## src/hw/rtl/pfwc_pkg.sv

```systemverilog
// shared types, constants and helper functions for the pll frequency word calculator
// no dependencies; used by pfwc_ctrl, pfwc_dp and the top level
`default_nettype none

package pfwc_pkg;

  // input clamp range, tenths of a MHz
  localparam logic [15:0] FREQ_MIN = 16'd350;
  localparam logic [15:0] FREQ_MAX = 16'd44000;

  // vco window in whole MHz
  localparam logic [12:0] VCO_LOW  = 13'd2200;
  localparam logic [12:0] VCO_HIGH = 13'd4400;

  localparam logic [9:0]  MOD_START   = 10'd1000;
  localparam logic [2:0]  DIV_EXP_MAX = 3'd6;

  // reciprocal constants: x/10 = (x*52429)>>19 for x<=44000,
  // x/1000 ~ (x*16777)>>24 (low by at most one), x/5 = (x*205)>>10 for x<1024
  localparam logic [15:0] RECIP_10    = 16'd52429;
  localparam logic [14:0] RECIP_1000  = 15'd16777;
  localparam logic [7:0]  RECIP_5     = 8'd205;
  localparam logic [10:0] TEN_HUNDRED = 11'd1000;

  // configuration register indexes
  localparam logic [1:0] CFG_RF_OFF  = 2'd0;
  localparam logic [1:0] CFG_R1_BASE = 2'd1;
  localparam logic [1:0] CFG_R4_ON   = 2'd2;

  // emitted word order
  localparam logic [1:0] WORD_RF_OFF = 2'd0;
  localparam logic [1:0] WORD_R0     = 2'd1;
  localparam logic [1:0] WORD_R1     = 2'd2;
  localparam logic [1:0] WORD_R4     = 2'd3;

  typedef enum logic [3:0] {
    OP_NONE,
    OP_LOAD,
    OP_MHZ,
    OP_SEARCH,
    OP_TOTAL,
    OP_RECIP,
    OP_REM,
    OP_FIX,
    OP_RED5,
    OP_RED2,
    OP_EMIT
  } op_t;

  typedef struct packed {
    op_t        op;
    logic [1:0] word_idx;
  } cmd_t;

  typedef struct packed {
    logic vco_ok;
    logic k_max;
    logic red5_ok;
    logic red2_ok;
    logic out_stall;
  } stat_t;

  function automatic logic [9:0] div5(input logic [9:0] x);
    logic [17:0] prod;
    prod = {8'd0, x} * {10'd0, RECIP_5};
    return {2'd0, prod[17:10]};
  endfunction

  function automatic logic is_mult5(input logic [9:0] x);
    logic [11:0] back;
    back = {2'd0, div5(x)} * 12'd5;
    return back == {2'd0, x};
  endfunction

endpackage

`default_nettype wire

```

## src/hw/rtl/pfwc_ctrl.sv

```systemverilog
// sequencing state machine of the pll frequency word calculator
// depends on pfwc_pkg for the command and status structs
`default_nettype none

module pfwc_ctrl (
  input  wire logic            clk,
  input  wire logic            rst_n,
  input  wire logic            in_valid,
  output logic                 in_ready,
  input  wire pfwc_pkg::stat_t stat,
  output pfwc_pkg::cmd_t       cmd
);

  typedef enum logic [3:0] {
    S_IDLE,
    S_MHZ,
    S_SEARCH,
    S_TOTAL,
    S_RECIP,
    S_REM,
    S_FIX,
    S_RED5,
    S_RED2,
    S_EMIT
  } state_t;

  state_t     state_r, state_nxt;
  logic [1:0] idx_r, idx_nxt;

  always_comb begin
    state_nxt    = state_r;
    idx_nxt      = idx_r;
    cmd.op       = pfwc_pkg::OP_NONE;
    cmd.word_idx = idx_r;
    unique case (state_r)
      S_IDLE: begin
        if (in_valid) begin
          cmd.op    = pfwc_pkg::OP_LOAD;
          state_nxt = S_MHZ;
        end
      end
      S_MHZ: begin
        cmd.op    = pfwc_pkg::OP_MHZ;
        state_nxt = S_SEARCH;
      end
      S_SEARCH: begin
        if (stat.vco_ok || stat.k_max) begin
          state_nxt = S_TOTAL;
        end else begin
          cmd.op = pfwc_pkg::OP_SEARCH;
        end
      end
      S_TOTAL: begin
        cmd.op    = pfwc_pkg::OP_TOTAL;
        state_nxt = S_RECIP;
      end
      S_RECIP: begin
        cmd.op    = pfwc_pkg::OP_RECIP;
        state_nxt = S_REM;
      end
      S_REM: begin
        cmd.op    = pfwc_pkg::OP_REM;
        state_nxt = S_FIX;
      end
      S_FIX: begin
        cmd.op    = pfwc_pkg::OP_FIX;
        state_nxt = S_RED5;
      end
      S_RED5: begin
        if (stat.red5_ok) begin
          cmd.op = pfwc_pkg::OP_RED5;
        end else begin
          state_nxt = S_RED2;
        end
      end
      S_RED2: begin
        if (stat.red2_ok) begin
          cmd.op = pfwc_pkg::OP_RED2;
        end else begin
          state_nxt = S_EMIT;
          idx_nxt   = pfwc_pkg::WORD_RF_OFF;
        end
      end
      S_EMIT: begin
        if (!stat.out_stall) begin
          cmd.op  = pfwc_pkg::OP_EMIT;
          idx_nxt = idx_r + 2'd1;
          if (idx_r == pfwc_pkg::WORD_R4) begin
            state_nxt = S_IDLE;
          end
        end
      end
      default: begin
        state_nxt = S_IDLE;
      end
    endcase
  end

  always_ff @(posedge clk) begin
    if (!rst_n) begin
      state_r <= S_IDLE;
      idx_r   <= pfwc_pkg::WORD_RF_OFF;
    end else begin
      state_r <= state_nxt;
      idx_r   <= idx_nxt;
    end
  end

  assign in_ready = (state_r == S_IDLE);

endmodule

`default_nettype wire

```

## src/hw/rtl/pfwc_dp.sv

```systemverilog
// datapath of the pll frequency word calculator: clamp, divider search,
// int/frac split, fraction reduction, config registers and output register
// depends on pfwc_pkg
`default_nettype none

module pfwc_dp (
  input  wire logic            clk,
  input  wire logic            rst_n,
  input  wire logic [15:0]     in_freq_tenths,
  input  wire logic            cfg_we,
  input  wire logic [1:0]      cfg_index,
  input  wire logic [31:0]     cfg_wdata,
  input  wire pfwc_pkg::cmd_t  cmd,
  output pfwc_pkg::stat_t      stat,
  output logic                 out_valid,
  input  wire logic            out_ready,
  output logic [31:0]          out_register_word,
  output logic [1:0]           out_word_index,
  output logic                 out_last_word
);

  logic [31:0] rf_off_r, r1_base_r, r4_on_r;
  logic [15:0] f_r;
  logic [12:0] p_r;
  logic [2:0]  k_r;
  logic [23:0] total_r;
  logic [13:0] q_r;
  logic [10:0] rem_r;
  logic [9:0]  frac_r, mod_r;
  logic        out_valid_r;
  logic [31:0] word_r;
  logic [1:0]  widx_r;
  logic        last_r;

  logic [15:0] f_clamp;
  logic [31:0] mhz_prod;
  logic [38:0] recip_prod;
  logic [23:0] rem_full;
  logic [31:0] r0_word, r1_word, r4_word, word_sel;

  always_comb begin
    f_clamp = in_freq_tenths;
    if (in_freq_tenths < pfwc_pkg::FREQ_MIN) begin
      f_clamp = pfwc_pkg::FREQ_MIN;
    end else if (in_freq_tenths > pfwc_pkg::FREQ_MAX) begin
      f_clamp = pfwc_pkg::FREQ_MAX;
    end
  end

  assign mhz_prod   = {16'd0, f_r} * {16'd0, pfwc_pkg::RECIP_10};
  assign recip_prod = {15'd0, total_r} * {24'd0, pfwc_pkg::RECIP_1000};
  assign rem_full   = total_r - ({10'd0, q_r} * 24'd1000);

  assign r0_word = {3'd0, q_r, 15'd0} + {19'd0, frac_r, 3'd0};
  assign r1_word = r1_base_r + {19'd0, mod_r, 3'd0};
  assign r4_word = r4_on_r + {9'd0, k_r, 20'd0};

  always_comb begin
    unique case (cmd.word_idx)
      pfwc_pkg::WORD_RF_OFF: word_sel = rf_off_r;
      pfwc_pkg::WORD_R0:     word_sel = r0_word;
      pfwc_pkg::WORD_R1:     word_sel = r1_word;
      pfwc_pkg::WORD_R4:     word_sel = r4_word;
      default:               word_sel = rf_off_r;
    endcase
  end

  assign stat.vco_ok    = (p_r >= pfwc_pkg::VCO_LOW) && (p_r <= pfwc_pkg::VCO_HIGH);
  assign stat.k_max     = (k_r == pfwc_pkg::DIV_EXP_MAX);
  assign stat.red5_ok   = pfwc_pkg::is_mult5(frac_r) && pfwc_pkg::is_mult5(mod_r);
  assign stat.red2_ok   = !frac_r[0] && !mod_r[0];
  assign stat.out_stall = out_valid_r && !out_ready;

  // config registers
  always_ff @(posedge clk) begin
    if (!rst_n) begin
      rf_off_r  <= 32'd0;
      r1_base_r <= 32'd0;
      r4_on_r   <= 32'd0;
    end else if (cfg_we) begin
      unique case (cfg_index)
        pfwc_pkg::CFG_RF_OFF:  rf_off_r  <= cfg_wdata;
        pfwc_pkg::CFG_R1_BASE: r1_base_r <= cfg_wdata;
        pfwc_pkg::CFG_R4_ON:   r4_on_r   <= cfg_wdata;
        default: ;
      endcase
    end
  end

  // working registers
  always_ff @(posedge clk) begin
    case (cmd.op)
      pfwc_pkg::OP_LOAD: begin
        f_r <= f_clamp;
        k_r <= 3'd0;
      end
      pfwc_pkg::OP_MHZ: begin
        p_r <= mhz_prod[31:19];
      end
      pfwc_pkg::OP_SEARCH: begin
        p_r <= {p_r[11:0], 1'b0};
        k_r <= k_r + 3'd1;
      end
      pfwc_pkg::OP_TOTAL: begin
        total_r <= ({8'd0, f_r} << k_r) << 2;
      end
      pfwc_pkg::OP_RECIP: begin
        q_r <= recip_prod[37:24];
      end
      pfwc_pkg::OP_REM: begin
        rem_r <= rem_full[10:0];
      end
      pfwc_pkg::OP_FIX: begin
        // estimate is low by at most one
        if (rem_r >= pfwc_pkg::TEN_HUNDRED) begin
          q_r    <= q_r + 14'd1;
          frac_r <= 10'(rem_r - pfwc_pkg::TEN_HUNDRED);
        end else begin
          frac_r <= rem_r[9:0];
        end
        mod_r <= pfwc_pkg::MOD_START;
      end
      pfwc_pkg::OP_RED5: begin
        frac_r <= pfwc_pkg::div5(frac_r);
        mod_r  <= pfwc_pkg::div5(mod_r);
      end
      pfwc_pkg::OP_RED2: begin
        frac_r <= {1'b0, frac_r[9:1]};
        mod_r  <= {1'b0, mod_r[9:1]};
      end
      default: ;
    endcase
  end

  // output register
  always_ff @(posedge clk) begin
    if (!rst_n) begin
      out_valid_r <= 1'b0;
    end else if (cmd.op == pfwc_pkg::OP_EMIT) begin
      out_valid_r <= 1'b1;
    end else if (out_ready) begin
      out_valid_r <= 1'b0;
    end
  end

  always_ff @(posedge clk) begin
    if (cmd.op == pfwc_pkg::OP_EMIT) begin
      word_r <= word_sel;
      widx_r <= cmd.word_idx;
      last_r <= (cmd.word_idx == pfwc_pkg::WORD_R4);
    end
  end

  assign out_valid         = out_valid_r;
  assign out_register_word = word_r;
  assign out_word_index    = widx_r;
  assign out_last_word     = last_r;

endmodule

`default_nettype wire

```

## src/hw/rtl/pll_frequency_word_calculator.sv

```systemverilog
// top level of the pll frequency word calculator
// instantiates pfwc_ctrl and pfwc_dp; uses pfwc_pkg
`default_nettype none

// Turns a target frequency in tenths of a MHz (clamped to 35.0..4400.0 MHz)
// into the four 32-bit synthesizer register words, delivered in order:
// rf-off, R0 (INT and FRAC), R1 (base plus reduced MOD) and R4 (base plus
// output divider exponent); the fourth word carries out_last_word. One item
// at a time is worked on: the state machine walks through the whole-MHz
// step, the divider search, the int/frac split, the factor-of-5 reduction,
// the factor-of-2 reduction (FRAC is always a multiple of four) and the four
// word emits, and an output stall holds it in the emits. The last word sits
// in an output register, so in_ready rises while it still waits to be taken.
// Configuration writes (rf_off, r1_base, r4_on at indexes 0..2) take effect
// at once and are meant to happen while no item is in flight.

module pll_frequency_word_calculator (
  input  wire logic        clk,
  input  wire logic        rst_n,
  // input item channel
  input  wire logic        in_valid,
  output logic             in_ready,
  input  wire logic [15:0] in_freq_tenths,
  // result item channel
  output logic             out_valid,
  input  wire logic        out_ready,
  output logic [31:0]      out_register_word,
  output logic [1:0]       out_word_index,
  output logic             out_last_word,
  // configuration write port
  input  wire logic        cfg_we,
  input  wire logic [1:0]  cfg_index,
  input  wire logic [31:0] cfg_wdata
);

  pfwc_pkg::cmd_t  cmd;
  pfwc_pkg::stat_t stat;

  // controller: walks clamp, search, split, reduce and emit steps
  pfwc_ctrl u_ctrl (
    .clk      (clk),
    .rst_n    (rst_n),
    .in_valid (in_valid),
    .in_ready (in_ready),
    .stat     (stat),
    .cmd      (cmd)
  );

  // datapath: arithmetic, config registers and the output register
  pfwc_dp u_dp (
    .clk               (clk),
    .rst_n             (rst_n),
    .in_freq_tenths    (in_freq_tenths),
    .cfg_we            (cfg_we),
    .cfg_index         (cfg_index),
    .cfg_wdata         (cfg_wdata),
    .cmd               (cmd),
    .stat              (stat),
    .out_valid         (out_valid),
    .out_ready         (out_ready),
    .out_register_word (out_register_word),
    .out_word_index    (out_word_index),
    .out_last_word     (out_last_word)
  );

  logic in_take, out_take;
  assign in_take  = in_valid && in_ready;
  assign out_take = out_valid && out_ready;

  // an accepted item keeps the block busy on the next cycle
  a_busy_after_accept: assert property (@(posedge clk) disable iff (!rst_n)
    in_take |=> !in_ready)
    else $error("in_ready high right after an item was accepted");

  // once a non-final word is taken, the next word is loaded right away
  a_words_follow: assert property (@(posedge clk) disable iff (!rst_n)
    out_take && !out_last_word |=> out_valid)
    else $error("gap in the word sequence of an item");

  // the last flag marks only the R4 word
  a_last_is_r4: assert property (@(posedge clk) disable iff (!rst_n)
    out_valid |-> (out_last_word == (out_word_index == pfwc_pkg::WORD_R4)))
    else $error("last_word does not match word index");

endmodule

`default_nettype wire
```

## config.mk

```make
export PLATFORM = sky130hd
export DESIGN_NAME = pll_frequency_word_calculator
export DESIGN_NICKNAME = d
export VERILOG_FILES = /design/src/hw/rtl/pfwc_pkg.sv /design/src/hw/rtl/pfwc_ctrl.sv /design/src/hw/rtl/pfwc_dp.sv /design/src/hw/rtl/pll_frequency_word_calculator.sv
export SDC_FILE = /design/constraint.sdc
export NUM_CORES = 1
export LEC_CHECK = 0
export BUFFER_PORTS_ARGS = -buffer_cell sky130_fd_sc_hd__buf_2
export CAP_MARGIN = 20
export CORE_MARGIN = 3
export CORE_UTILIZATION = 40
export DETAILED_ROUTE_END_ITERATION = 8
export HOLD_SLACK_MARGIN = 0.15
export SYNTH_ARGS = -nofsm -noshare
export SYNTH_HDL_FRONTEND = slang
export SYNTH_SLANG_ARGS = --single-unit
```

## constraint.sdc

```tcl
create_clock -name clk -period 10.95 [get_ports clk]
set_input_delay 1.6425 -clock clk [delete_from_list [all_inputs] [get_ports clk]]
set_output_delay 1.6425 -clock clk [all_outputs]
set_load 0.02 [all_outputs]
```

[Yosys cells after proc, flatten, opt, wreduce, memory -nomap -nowiden]
Cells that the tools add are included.
Storage, ports and cells
  register bits after elaboration: 237
  output and inout port bits: 37
  word-level logic and storage cells: 124
Operators by class
  add/subtract/negate cells: 8
  multipliers: 7
  order comparisons: 5
  equality and inequality tests: 34
  shift-type cells: 1
  mux-type cells: 27
  reduce and logical (&&, ||, !) cells: 24
Operators with widths (count)
  $pmux W32 S4: 1
  $pmux W4 S10: 2
  $pmux W10 S3: 2
  $mul A10 B8 Y18 const B: 2
  $mul A22 B15 Y36 const B: 1
  $mux W4: 9
  $add A32 B13 Y32: 1
  $add A32 B23 Y32: 1
  $eq A4 B3 Y1 const B: 8
  $mul A16 B16 Y32 const B: 1
  $add A29 B13 Y30: 1
  $pmux W14 S2: 1
  $pmux W13 S2: 1
  $eq A11 B10 Y1: 2
  $mul A8 B3 Y11 const B: 2
  $shl A16 B3 Y22: 1
  $eq A4 B4 Y1 const B: 5
  $eq A4 B2 Y1 const B: 4
  $gt A16 B16 Y1 const B: 1
  $lt A16 B9 Y1 const B: 1
  $mux W16: 1
  $add A14 B1 Y14 const B: 1
  $mul A14 B7 Y8 const B: 1
  $mux W14: 1
  29 further kinds: 55

[Logic depth before layout (Yosys ltp)]
Gate-level depths: netlist (run 1).
  word-level depth: 9
  depth in mapped cells: 28
  depth with buffers taken out: 27

[Hierarchy]
From an unflattened synthesis (run 1), not the netlist that was laid out.
Unflattened totals
  cell total of the unflattened synthesis: 2485
  area total of the unflattened synthesis: 24149.4 um2
By module, submodules not included
  pfwc_dp: instances 1, cells each 2420, area each 23666.4 um2, seq. area each 5905.7 um2
  pfwc_ctrl: instances 1, cells each 65, area each 483.0 um2, seq. area each 120.1 um2

[Worst setup path after synthesis (run 1)]
Ideal clock, no wire load.
  path kind: register to register
  start point: register u_dp.frac_r[4]
  end point: register u_dp.frac_r[0], enable pin
  arrival time: 6.926 ns
  required time: 10.570 ns
  slack: 3.644 ns
  stages on the path, launching flop included: 25
  clock period less this slack: 7.306 ns
  cell sequence: edfxtp_1 -> ha_1 -> fa_1 -> fa_1 -> fa_1 -> ha_1 -> buf_2 -> nor2b_1 -> a2111oi_0 -> and2_1 -> inv_1 -> ha_1 -> ha_1 -> inv_1 -> fa_1 -> nor2b_1 -> o21a_1 -> or3_1 -> a2111oi_0 -> nand4_1 -> a2111oi_0 -> mux2_1 -> o21ai_2 -> buf_2 -> nand3_1
On the way
  longest elaborated chain between the ends: 8
  elaborated cells on any way between the ends: 10
Ends and longest elaborated chain
  from (decl): RTL line pfwc_dp.sv:29  | logic [9:0] frac_r, mod_r;
  from (signal assigned): RTL line pfwc_dp.sv:117  | frac_r <= 10'(rem_r - pfwc_pkg::TEN_HUNDRED);
  from (signal assigned): RTL line pfwc_dp.sv:119  | frac_r <= rem_r[9:0];
  from (signal assigned): RTL line pfwc_dp.sv:124  | frac_r <= pfwc_pkg::div5(frac_r);
  $mul A10 B8 Y18: RTL line pfwc_pkg.sv:65  | prod = {8'd0, x} * {10'd0, RECIP_5};
  $mul A8 B3 Y11: RTL line pfwc_pkg.sv:71  | back = {2'd0, div5(x)} * 12'd5;
  $eq A11 B10 Y1 *: RTL line pfwc_pkg.sv:72  | return back == {2'd0, x};
  $logic_and A1 B1 Y1 *: RTL line pfwc_dp.sv:70  | assign stat.red5_ok = pfwc_pkg::is_mult5(frac_r) && pfwc_pkg::is_mult5(mod_r);
  $mux W4 *: RTL line pfwc_ctrl.sv:70  | if (stat.red5_ok) begin
  $pmux W4 S10 *: RTL line pfwc_ctrl.sv:35  | unique case (state_r)
  $eq A4 B4 Y1 or $eq A4 B3 Y1 (tied branches): RTL line pfwc_dp.sv:92  | case (cmd.op)
  $reduce_bool A3 Y1 (no line) *
Mark *: on every way between the ends. The rest lies on a longest branch, timed or not.
A chain may end at the register's enable or synchronous reset.

[Worst setup path in the final report (run 1)]
  start point: register u_dp.frac_r[0]
  end point: register u_dp.mod_r[3], enable pin
On the way
  longest elaborated chain between the ends: 8
  elaborated cells on any way between the ends: 13
Ends and longest elaborated chain
  $mul A10 B8 Y18: RTL line pfwc_pkg.sv:65
  $mul A8 B3 Y11: RTL line pfwc_pkg.sv:71
  $eq A11 B10 Y1: RTL line pfwc_pkg.sv:72
  $logic_and A1 B1 Y1: RTL line pfwc_dp.sv:70
  $mux W4: RTL line pfwc_ctrl.sv:70
  $pmux W4 S10 *: RTL line pfwc_ctrl.sv:35
  $eq A4 B4 Y1 or $eq A4 B3 Y1 (tied branches): RTL line pfwc_dp.sv:92
  $reduce_bool A3 Y1 (no line) *
  to (signal assigned): RTL line pfwc_dp.sv:121  | mod_r <= pfwc_pkg::MOD_START;
  to (signal assigned): RTL line pfwc_dp.sv:125  | mod_r <= pfwc_pkg::div5(mod_r);
  to (signal assigned): RTL line pfwc_dp.sv:129  | mod_r <= {1'b0, mod_r[9:1]};
  to (decl): RTL line pfwc_dp.sv:29
Marked as above.

==> out/qor.yml, run 1 <==
run_status:
  status: "finished clean"
timing:
  period_share_pct: 72.3
  fin_crit_ns: 7.91
  whs_ns: 0.466
  setup_ws_ns: 3.04
  fmax_mhz: 126
  finalSetupViolations: 0
  fin_setup_tns_ns: 0
  tightest_slew_ns: 1.00
  rsz0062_at_grt: "false"
  skew_ns: 0.0363
  drv_slew: 0
  slew_headroom_pct: 32.7
  final_hold_viol_count: 0
placement:
  port-buffer-count: 91
  routabilityCongestion: 0.886
  pre_cts_ws_ns: 2.73
  hpwl_um: 46600
synth:
  syn-num-nets: 3230
  ys.warnings.count: 0
  ys_types: 87
  netlist.area_leader.share_pct: 22.5
  synth-simple-area-share_pct: 11.9
  synth_fa_ha_area_share_pct: 36.6
  synth_top_family_by_area: "adder cells"
  yosys_register_bits: 235
  synth.avg_cell_area_um2: 9.51
  synth_ff_type: "edfxtp_1"
  synthTopCellsByArea: "ha_1, edfxtp_1, fa_1"
  ys_seq_area_share_pct: 24.7
  synth-compound-area-share_pct: 12.7
  synthesis.area_um2: 24400
  synth_xor_xnor_area_share_pct: 5.46
  ys_async_sr_fraction_pct: 0
  syn_inst: 2565
  synth_edf_count: 132
  yosysTopAreaCell: "ha_1"
  synth_mux_area_share_pct: 1.31
setup_path:
  critPathLaunch: "u_dp.frac_r[0]"
  crit_type: "register to register"
  end_kind: "register"
  arrival_ns: 8.20
  max_stage_delay_ns: 0.59
  crit_required_ns: 11.24
  critPathMaxFanout: 15
  start_kind: "register"
  worstPathCellList: "ha_1 > xor2_1 > ha_1 > fa_1 > fa_1 > ha_1 > a211o_1 > a21oi_2 > a21oi_1 > nor4b_2 > nor2_1 > xnor2_1 > xnor2_1 > ha_1 > nor2b_1 > o21a_1 > or3_1 > a2111oi_0 > nand4_1 > a2111oi_0 > mux2_1 > o21ai_2 > nand3_1 > buf_16"
  crit-reg2reg-launch: "u_dp.frac_r[0]"
  cp_slowest_cell: "edfxtp_1"
  worst_path_most_repeated_cell: "ha_1"
clock_tree:
  htreeDepth: 1
  cts_buffer_depth: 3
  clock-root-buffer: "clkbuf_16"
  cts_buffers: 27
  cts.sink_count: 235
  tritoncts: "built"
  clkSlewWorstSetupHoldPaths_ns: 0.06
  cts_setup_buffers: 0
  clock_latency_ns: 0.58
  ctsHoldBuffers: 0
  post_cts_resized: 0
floorplanning:
  rows: 89
  start_util_pct: 40.9
  die_h_um: 253
  pin_count: 92
  dieWidth_um: 253
  core_um2: 59700
  die_area_um2: 64000
global_routing:
  grt_pass1_vias: 18600
  antenna_found_initial: 1
  grt_first_pass_wirelength_um: 96800
  grt_util_all_layers_pct: 18.6
  grtUsageMet3_pct: 1.96
  gr-usage-met2_pct: 32.5
  overflow: 0
  use_met1_pct: 25.2
  grt.busiest_layer: "met2"
  grt_max_degree: 107
flow_run:
  max-cap-violations: 0
finish:
  drive_gt1_share_pct: 7.85
  area_growth_pct: 9.60
  nets: 3293
route:
  viasPerCell: 5.24
  drtIter0Drc: 940
  drtAntennaViolNets: 0
  dr.pass1.iters: 5
  drc: 0
  wl_um: 58800
  routedWlPerCell_um: 17.2
  vias: 17900
hold_path:
  hold_path.class: "register to register"
  hp-start: "u_dp.rf_off_r[19]"
## kinds of logic (layout without fill, tap and decap cells)
kind of cell               Yosys count  after routing
AOI/OAI and AO/OA                  435            435
xor gates and xnor gates           152            152
adders and majority gates          610            610
buffers and inverters              475            559
DFF                                235            235
muxes                               29             29
other                                0              1
and+or+nand+nor                    629            629
## cell usage after synthesis, drive strengths merged (67+ instances only)
cell,instances
nand2,315
o21ai,79
fa,172
nor2,94
dfxtp,103
ha,438
a21oi,82
clkbuf,67
inv,399
a21boi,104
edfxtp,132
xnor2,89
## stage by stage
step                      instances  utilization [%]  area (um^2)
after floorplan                2565                -        24400
after CTS                      3419             44.7        26700
final                          3423             44.8        26700
after global routing           3423             44.8        26700
after global placement         3369             43.0        25700
after detailed placement       3369             43.0        25700
## area by class of cell
class | count | area, um^2
Antenna cell | 1 | 2.50
Clock buffer | 32 | 714
Clock inverter | 18 | 263
Fill cell | 5704 | 33000
Inverter | 399 | 1500
Multi-Input combinational cell | 1855 | 16600
Sequential cell | 235 | 6030
Tap cell | 773 | 967
Timing Repair Buffer | 110 | 646
## worst paths after layout
check,endpoint,slack (ns),cells past startpoint
worst min register to register,u_dp.rf_off_r[19],0.47,2
worst min-delay path,u_dp.rf_off_r[19],0.47,2
worst max-delay path,u_dp.mod_r[3],3.04,24
worst max register to register,u_dp.mod_r[3],3.04,24
## metal layers
| layer | wire length, um | share of wire, % |
|---|---|---|
| met4 | 1100 | 1.9 |
| met2 | 28300 | 48 |
| met1 | 27200 | 46 |
| met5 | 0 | 0 |
| met3 | 2200 | 3.7 |
## sequential cells by signal (all words and copies together), names as in the netlist
name	flops
u_ctrl.idx_r	2
u_ctrl.state_r	4
u_dp.f_r	16
u_dp.frac_r	10
u_dp.k_r	3
u_dp.mod_r	10
u_dp.out_last_word	1
u_dp.out_register_word	32
u_dp.out_valid	1
u_dp.out_word_index	2
u_dp.p_r	13
u_dp.q_r	14
u_dp.r1_base_r	32
u_dp.r4_on_r	32
u_dp.rem_r	9
u_dp.rf_off_r	32
u_dp.total_r	22
## worst max-delay path, delay by kind of cell (launching register included)
kind	cells	cell delay [ns]
buffers and inverters	1	0.21
multiplexers	1	0.23
flip-flops	1	0.59
AO/OA/AOI/OAI	7	1.79
XOR/XNOR	3	0.83
adder cells (fa/ha/maj)	6	2.32
AND/OR/NAND/NOR	6	1.64
## cell usage in the layout (no fill, tap or decap), types with 7 or more instances in the layout
cell type and instances:
ha_1 437, inv_1 399, nand2_1 314, fa_1 172
edfxtp_1 132, dfxtp_1 103, a21boi_0 100, nor2_1 92
buf_2 91, xnor2_1 89, a21oi_1 80, o21ai_0 75
xor2_1 63, nand3_1 42, nor3_1 31, a21o_1 27
clkbuf_16 27, a221o_1 20, nor2b_1 19, a22oi_1 19
and3_1 18, nand4_1 18, nand2b_1 17, buf_4 16
mux2i_1 15, and2_1 15, mux2_2 12, o21bai_1 12
or3_1 11, o21a_1 10, o31ai_1 9, a211oi_1 8
or2_2 7, o211ai_2 7
Power of run 1 is left out: the tool's default activity adds up to more than one toggle a clock period on the data nets, which glitch-free logic cannot reach.
==> inputs of run 2 (changes only) <==
--- a/config.mk
+++ b/config.mk
@@ -5,6 +5,7 @@
 export SDC_FILE = /design/constraint.sdc
 export NUM_CORES = 1
 export LEC_CHECK = 0
+export ABC_AREA = 1
 export BUFFER_PORTS_ARGS = -buffer_cell sky130_fd_sc_hd__buf_2
 export CAP_MARGIN = 20
 export CORE_MARGIN = 3
==> constraint.sdc (replaced) <==
create_clock -name clk -period 6.4 [get_ports clk]
set_input_delay 0.96 -clock clk [delete_from_list [all_inputs] [get_ports clk]]
set_output_delay 0.96 -clock clk [all_outputs]
set_load 0.02 [all_outputs]
==> run 2 against run 1 <==
Sequential share of layout area decreased by 1.7 points. First-iteration DRC count grew 49%. Final cell count grew 24%. Non-clock buffer count up 63. Worst hold slack better by 0.0033 ns. Sequential cell count unchanged. Setup slack got worse by 2.8 ns. Utilization increased by 0.96 points. Highest routed layer is now met5.
==> out/qor.yml, run 2 <==
route:
  wl_um: 72000  # +22%
  routedWlPerCell_um: 17.0  # -1.2%
  dr.pass1.iters: 5  # unchanged
  drtIter0Drc: 1401  # +49%
  drtAntennaViolNets: 0  # unchanged
  vias: 21700  # +21%
  drc: 0  # unchanged
  viasPerCell: 5.12  # -2.4%
global_routing:
  grt_first_pass_wirelength_um: 116000  # +19%
  grt_pass1_vias: 21900  # +18%
  grtUsageMet3_pct: 4.26  # +2.3 points
  gr-usage-met2_pct: 36.3  # +3.8 points
  grt_max_degree: 58  # -46%
  overflow: 0  # unchanged
  use_met1_pct: 28.2  # +3.1 points
  antenna_found_initial: 4  # +3
  grt.busiest_layer: "met2"
  grt_util_all_layers_pct: 21.5  # +2.9 points
setup_path:
  worst_path_most_repeated_cell: "nand2_1"
  max_stage_delay_ns: 0.54  # -0.05 ns
  end_kind: "register"
  arrival_ns: 6.51  # -1.69 ns
  critPathMaxFanout: 5  # -10
  cp_slowest_cell: "fa_1"
  start_kind: "register"
  crit_required_ns: 6.72  # -4.52 ns
  crit_type: "register to register"
finish:
  final_common_cell: "inv_1"
  nets: 4036  # +23%
  drive_gt1_share_pct: 9.52  # +1.7 points
  instances_no_fill: 4241  # +24%
  layout_common_cells: "inv_1, nand2_1, ha_1"
  area_growth_pct: 12.7
timing:
  whs_ns: 0.470  # +0.00334 ns
  setup_ws_ns: 0.208  # -2.83 ns
  finalSetupViolations: 0  # unchanged
  rsz0062_at_grt: "true"
  fin_crit_ns: 6.19  # -1.72 ns
  skew_ns: 0.0394  # +0.00306 ns
  fmax_mhz: 162  # +28%
  slew_headroom_pct: 27.3  # -5.4 points
  drv_slew: 0  # unchanged
  final_hold_viol_count: 0  # unchanged
  period_share_pct: 96.7  # +24 points
  tightest_slew_ns: 1.09  # +0.0901 ns
placement:
  pre_cts_ws_ns: 0.106  # -2.62 ns
  post-place-cells: 4164  # +24%
  hpwl_um: 58000  # +24%
  port-buffer-count: 91  # unchanged
  routabilityCongestion: 0.931  # +5.1%
clock_tree:
  ctsHoldBuffers: 0  # unchanged
  clock-root-buffer: "clkbuf_16"
  cts_buffers: 29  # +7.4%
  htreeDepth: 1  # unchanged
  cts.sink_count: 235  # unchanged
  clkSlewWorstSetupHoldPaths_ns: 0.06  # about the same
  tritoncts: "built"
  cts_buffer_depth: 3  # unchanged
  clock_latency_ns: 0.60  # +0.02 ns
flow_run:
  max-cap-violations: 0  # unchanged
floorplanning:
  dieWidth_um: 260  # +2.6%
  core_um2: 63300  # +6.1%
  die_h_um: 260  # +2.6%
  pin_count: 92  # unchanged
  start_util_pct: 40.6  # -0.25 points
  rows: 92  # +3.4%
  die_area_um2: 67300  # +5.3%
synth:
  synthesis.area_um2: 25700  # +5.4%
  syn_inst: 3229  # +26%
  synthTopCellsByArea: "ha_1, edfxtp_1, fa_1"
  ys.warnings.count: 0  # unchanged
  synth.avg_cell_area_um2: 7.96  # -16%
  netlist.area_leader.share_pct: 21.3  # -1.2 points
  yosysMostFrequentCell: "inv_1"
  synth_edf_count: 132  # unchanged
  yosys_register_bits: 235  # unchanged
  ys_types: 52  # -40%
  syn-num-nets: 3894  # +21%
  ys_seq_area_share_pct: 23.4  # -1.3 points
  ys_async_sr_fraction_pct: 0  # unchanged
  yosysTopAreaCell: "ha_1"
  synth_ff_type: "edfxtp_1"
  ys_top_cells_by_count: "inv_1, nand2_1, ha_1"
hold_path:
  hold_path.class: "register to register"
run_status:
  status: "finished clean"
==> run 2: cell count changes after synthesis, sizes merged, moves of 64 or more <==
cell	previous run	this run
nand2	315	516
inv	399	598
nor2	94	365
nand3	43	169
xnor2	89	25
a21boi	104	2
a21oi	82	165
o21ai	79	217
==> run 2: worst max-delay path: cells and delay by family (launching register included) <==
family / cells / cell delay (ns)
flops: 1 / 0.50
simple gates: 20 / 1.64
buf+inv: 7 / 0.50
fa+ha+maj: 8 / 3.08
xor+xnor: 1 / 0.19
==> run 2: what timing repair did <==
action,4_1_cts,5_1_grt
endpoints found under the setup margin,0,44
resized for setup,0,63
setup buffers,0,21
==> run 2: routing by layer <==
| layer | vias up | share of wire, % |
|---|---|---|
| li1 | 10900 | - |
| met1 | 10300 | 45 |
| met2 | 457 | 46 |
| met3 | 97 | 6.3 |
| met4 | 2 | 2.4 |
| met5 | - | 0.018 |
==> run 2: cell families (layout without fill, tap and decap cells) <==
| kind of cell | after synthesis | in the layout | share of synthesized area, % |
|---|---|---|---|
| and+or+nand+nor | 1161 | 1161 | 18.9 |
| adders and majority gates | 610 | 610 | 34.7 |
| muxes | 3 | 3 | 0.117 |
| buffers and inverters | 663 | 828 | 9.75 |
| DFF | 235 | 235 | 23.4 |
| AOI/OAI and AO/OA | 488 | 488 | 10.7 |
| xor gates and xnor gates | 69 | 69 | 2.35 |
| other | 0 | 1 | 0 |
==> run 2: area by class of cell <==
class / instances / area, um^2
Antenna cell: 1 / 2.50
Sequential cell: 235 / 6030
Clock buffer: 36 / 752
Timing Repair Buffer: 173 / 1110
Clock inverter: 18 / 215
Tap cell: 846 / 1060
Inverter: 601 / 2260
Multi-Input combinational cell: 2331 / 17500
Fill cell: 6364 / 34400
==> run 2: per-stage QoR <==
step / instance area (um^2) / TNS [ns] / utilization, %
after floorplan: 25700 / 0 / -
after global placement: 27500 / 0 / 43.4
after detailed placement: 27500 / 0 / 43.4
after CTS: 28400 / 0 / 44.9
after global routing: 29000 / -3.40 / 45.7
final: 29000 / 0 / 45.7
==> run 2: path summary, 6_finish.rpt <==
check,endpoint,cells after the start,startpoint,slack (ns)
max,u_dp.frac_r[8],36,u_dp.frac_r[7],0.21
min,u_dp.r4_on_r[26],2,u_dp.r4_on_r[26],0.47
max reg2reg,u_dp.frac_r[8],36,u_dp.frac_r[7],0.21
min reg2reg,u_dp.r4_on_r[26],2,u_dp.r4_on_r[26],0.47
Power of run 2 is left out for the same reason.
==> inputs of run 3 (changes only) <==
--- a/config.mk
+++ b/config.mk
@@ -5,13 +5,14 @@
 export SDC_FILE = /design/constraint.sdc
 export NUM_CORES = 1
 export LEC_CHECK = 0
-export ABC_AREA = 1
+export ABC_AREA = 0
 export BUFFER_PORTS_ARGS = -buffer_cell sky130_fd_sc_hd__buf_2
 export CAP_MARGIN = 20
 export CORE_MARGIN = 3
 export CORE_UTILIZATION = 40
 export DETAILED_ROUTE_END_ITERATION = 8
 export HOLD_SLACK_MARGIN = 0.15
+export PLACE_DENSITY = 0.66
 export SYNTH_ARGS = -nofsm -noshare
 export SYNTH_HDL_FRONTEND = slang
 export SYNTH_SLANG_ARGS = --single-unit
==> run 3 against run 2 <==
The flow now finishes with violations (negative setup slack). Worst hold slack lost 0.0020 ns. Die area shrank 5.0%. Setup slack lost 0.77 ns. Utilization grew 2.4 points. Final cell count shrank 15%. Routed wire length shrank 14%. Count of clock-buffer cells in the layout shrank 5. Critical path type unchanged. Largest cell class unchanged.
==> out/qor.yml, run 3 (synthesis results as in run 1) <==
timing:
  tightest_slew_ns: 1.08  # -0.0126 ns
  finalSetupViolations: 44  # +44
  period_share_pct: 109  # +12 points
  drv_slew: 0  # unchanged
  setup_ws_ns: -0.564  # -0.772 ns
  slew_headroom_pct: 27.5  # +0.18 points
  skew_ns: 0.0297  # -0.00970 ns
  fmax_mhz: 144  # -11%
  final_hold_viol_count: 0  # unchanged
  fin_crit_ns: 6.96  # +0.772 ns
  rsz0062_at_grt: "true"
global_routing:
  overflow: 0  # unchanged
  grt_pass1_vias: 19500  # -11%
  grt_max_degree: 107  # +84%
  antenna_found_initial: 2  # -2
  grt_util_all_layers_pct: 19.0  # -2.5 points
  grt_first_pass_wirelength_um: 98400  # -15%
finish:
  area_growth_pct: 17.8
  layout_common_cells: "ha_1, inv_1, nand2_1"
  fillers: 5440  # -15%
  nets: 3479  # -14%
  drive_gt1_share_pct: 16.9  # +7.4 points
  final_common_cell: "ha_1"
  post-route-util_pct: 48.1  # +2.4 points
floorplanning:
  dieWidth_um: 253  # -2.5%
  core_um2: 59700  # -5.7%
  rows: 89  # -3.3%
  die_area_um2: 64000  # -5.0%
  start_util_pct: 40.9  # +0.25 points
  pin_count: 92  # unchanged
  die_h_um: 253  # -2.5%
clock_tree:
  htreeDepth: 1  # unchanged
  cts_buffers: 25  # -14%
  ctsHoldBuffers: 0  # unchanged
  clkSlewWorstSetupHoldPaths_ns: 0.06  # about the same
  cts.sink_count: 235  # unchanged
  tritoncts: "built"
  clock_latency_ns: 0.57  # -0.03 ns
  cts_buffer_depth: 3  # unchanged
  clock-root-buffer: "clkbuf_16"
route:
  routedWlPerCell_um: 17.2  # +1.4%
  drc: 0  # unchanged
  wl_um: 62100  # -14%
  viasPerCell: 5.25  # +2.6%
  drtIter0Drc: 1128  # -19%
  dr.pass1.iters: 5  # unchanged
  vias: 18900  # -13%
  drtAntennaViolNets: 0  # unchanged
setup_path:
  arrival_ns: 7.28  # +0.77 ns
  start_kind: "register"
  critPathMaxFanout: 4  # -1
  crit_required_ns: 6.71  # about the same
  end_kind: "register"
  crit_type: "register to register"
run_status:
  failed_checks: "negative setup slack"
  status: "finished with violations"
placement:
  routabilityCongestion: 0.916  # -1.7%
  hpwl_um: 48300  # -17%
  port-buffer-count: 91  # unchanged
flow_run:
  max-cap-violations: 0  # unchanged
hold_path:
  hold_path.class: "register to register"
## run 3: changes by cell type in the layout (fill, tap and decap cells not counted), sizes merged, moves of 19 or more
cell    previous run  this run
a21oi            165        82
a21boi             2       104
nor2b              0        19
o21ai            217        80
xor2              44        63
buf              172       292
a221o              0        20
xnor2             25        89
and3               0        19
inv              601       400
nor2             365        94
nand2            516       316
a22oi              0        19
nand3            169        46
## run 3: path summary, 6_finish.rpt
check,startpoint,cells after the start,slack [ns],end
max reg2reg,u_dp.mod_r[7],26,-0.56,u_dp.mod_r[8]
min,u_dp.r1_base_r[1],2,0.47,u_dp.r1_base_r[1]
min reg2reg,u_dp.r1_base_r[1],2,0.47,u_dp.r1_base_r[1]
max,u_dp.mod_r[7],26,-0.56,u_dp.mod_r[8]
## run 3: layout make-up
cell class                      count  area (um^2)  share of cell area, %
Sequential cell                   235         6030                   21.0
Clock inverter                     15          149                  0.518
Multi-Input combinational cell   1860        17400                   60.5
Tap cell                          773          967                   3.37
Antenna cell                        2         5.00                 0.0174
Timing Repair Buffer              293         2050                   7.14
Clock buffer                       31          658                   2.29
Inverter                          399         1500                   5.21
## run 3: critical path: stages, from the launching register on
cell      delay, ns
edfxtp_1       0.48
ha_4           0.31
inv_2          0.03
fa_1           0.53
inv_1          0.05
fa_2           0.54
fa_2           0.44
ha_4           0.28
o21a_4         0.13
a21boi_4       0.06
a221oi_4       0.34
a21oi_2        0.13
nor2b_1        0.14
nor2_1         0.08
xor2_1         0.29
xnor2_1        0.20
inv_1          0.09
fa_2           0.55
xnor2_2        0.07
nor2_2         0.13
nand4_1        0.10
and4bb_1       0.29
nand4_1        0.09
or4b_1         0.52
a2111o_1       0.52
buf_6          0.17
a21boi_2       0.14
## run 3: through the flow
step           cell area, um^2  hold slack (ns)  cells  setup slack (ns)  setup TNS (ns)
6_report                 28700            0.468   3608            -0.564          -17.85
5_1_grt                  28700            0.493   3608            -0.828          -30.50
4_1_cts                  28000            0.468   3570            -0.444          -16.29
3_5_place_dp             26900            0.460   3507            -0.521          -19.15
3_3_place_gp             26900            0.452   3507            -0.363          -11.96
2_1_floorplan            24600            0.443   2565            -0.100           -2.90
## run 3: metal layers
metal / share of wire, % / GRT usage, % / wire length, um
met5: 0 / 0 / 0
met2: 49 / 33.5 / 30600
met4: 2.7 / 5.06 / 1650
met3: 4.2 / 1.92 / 2600
met1: 44 / 24.8 / 27300
## run 3: what timing repair did
action	4_1_cts	5_1_grt
pin swaps	19	44
gates cloned	2	3
setup buffers	15	30
setup endpoints to repair	45	48
gates resized for setup	20	72
Power of run 3 is left out for the same reason.
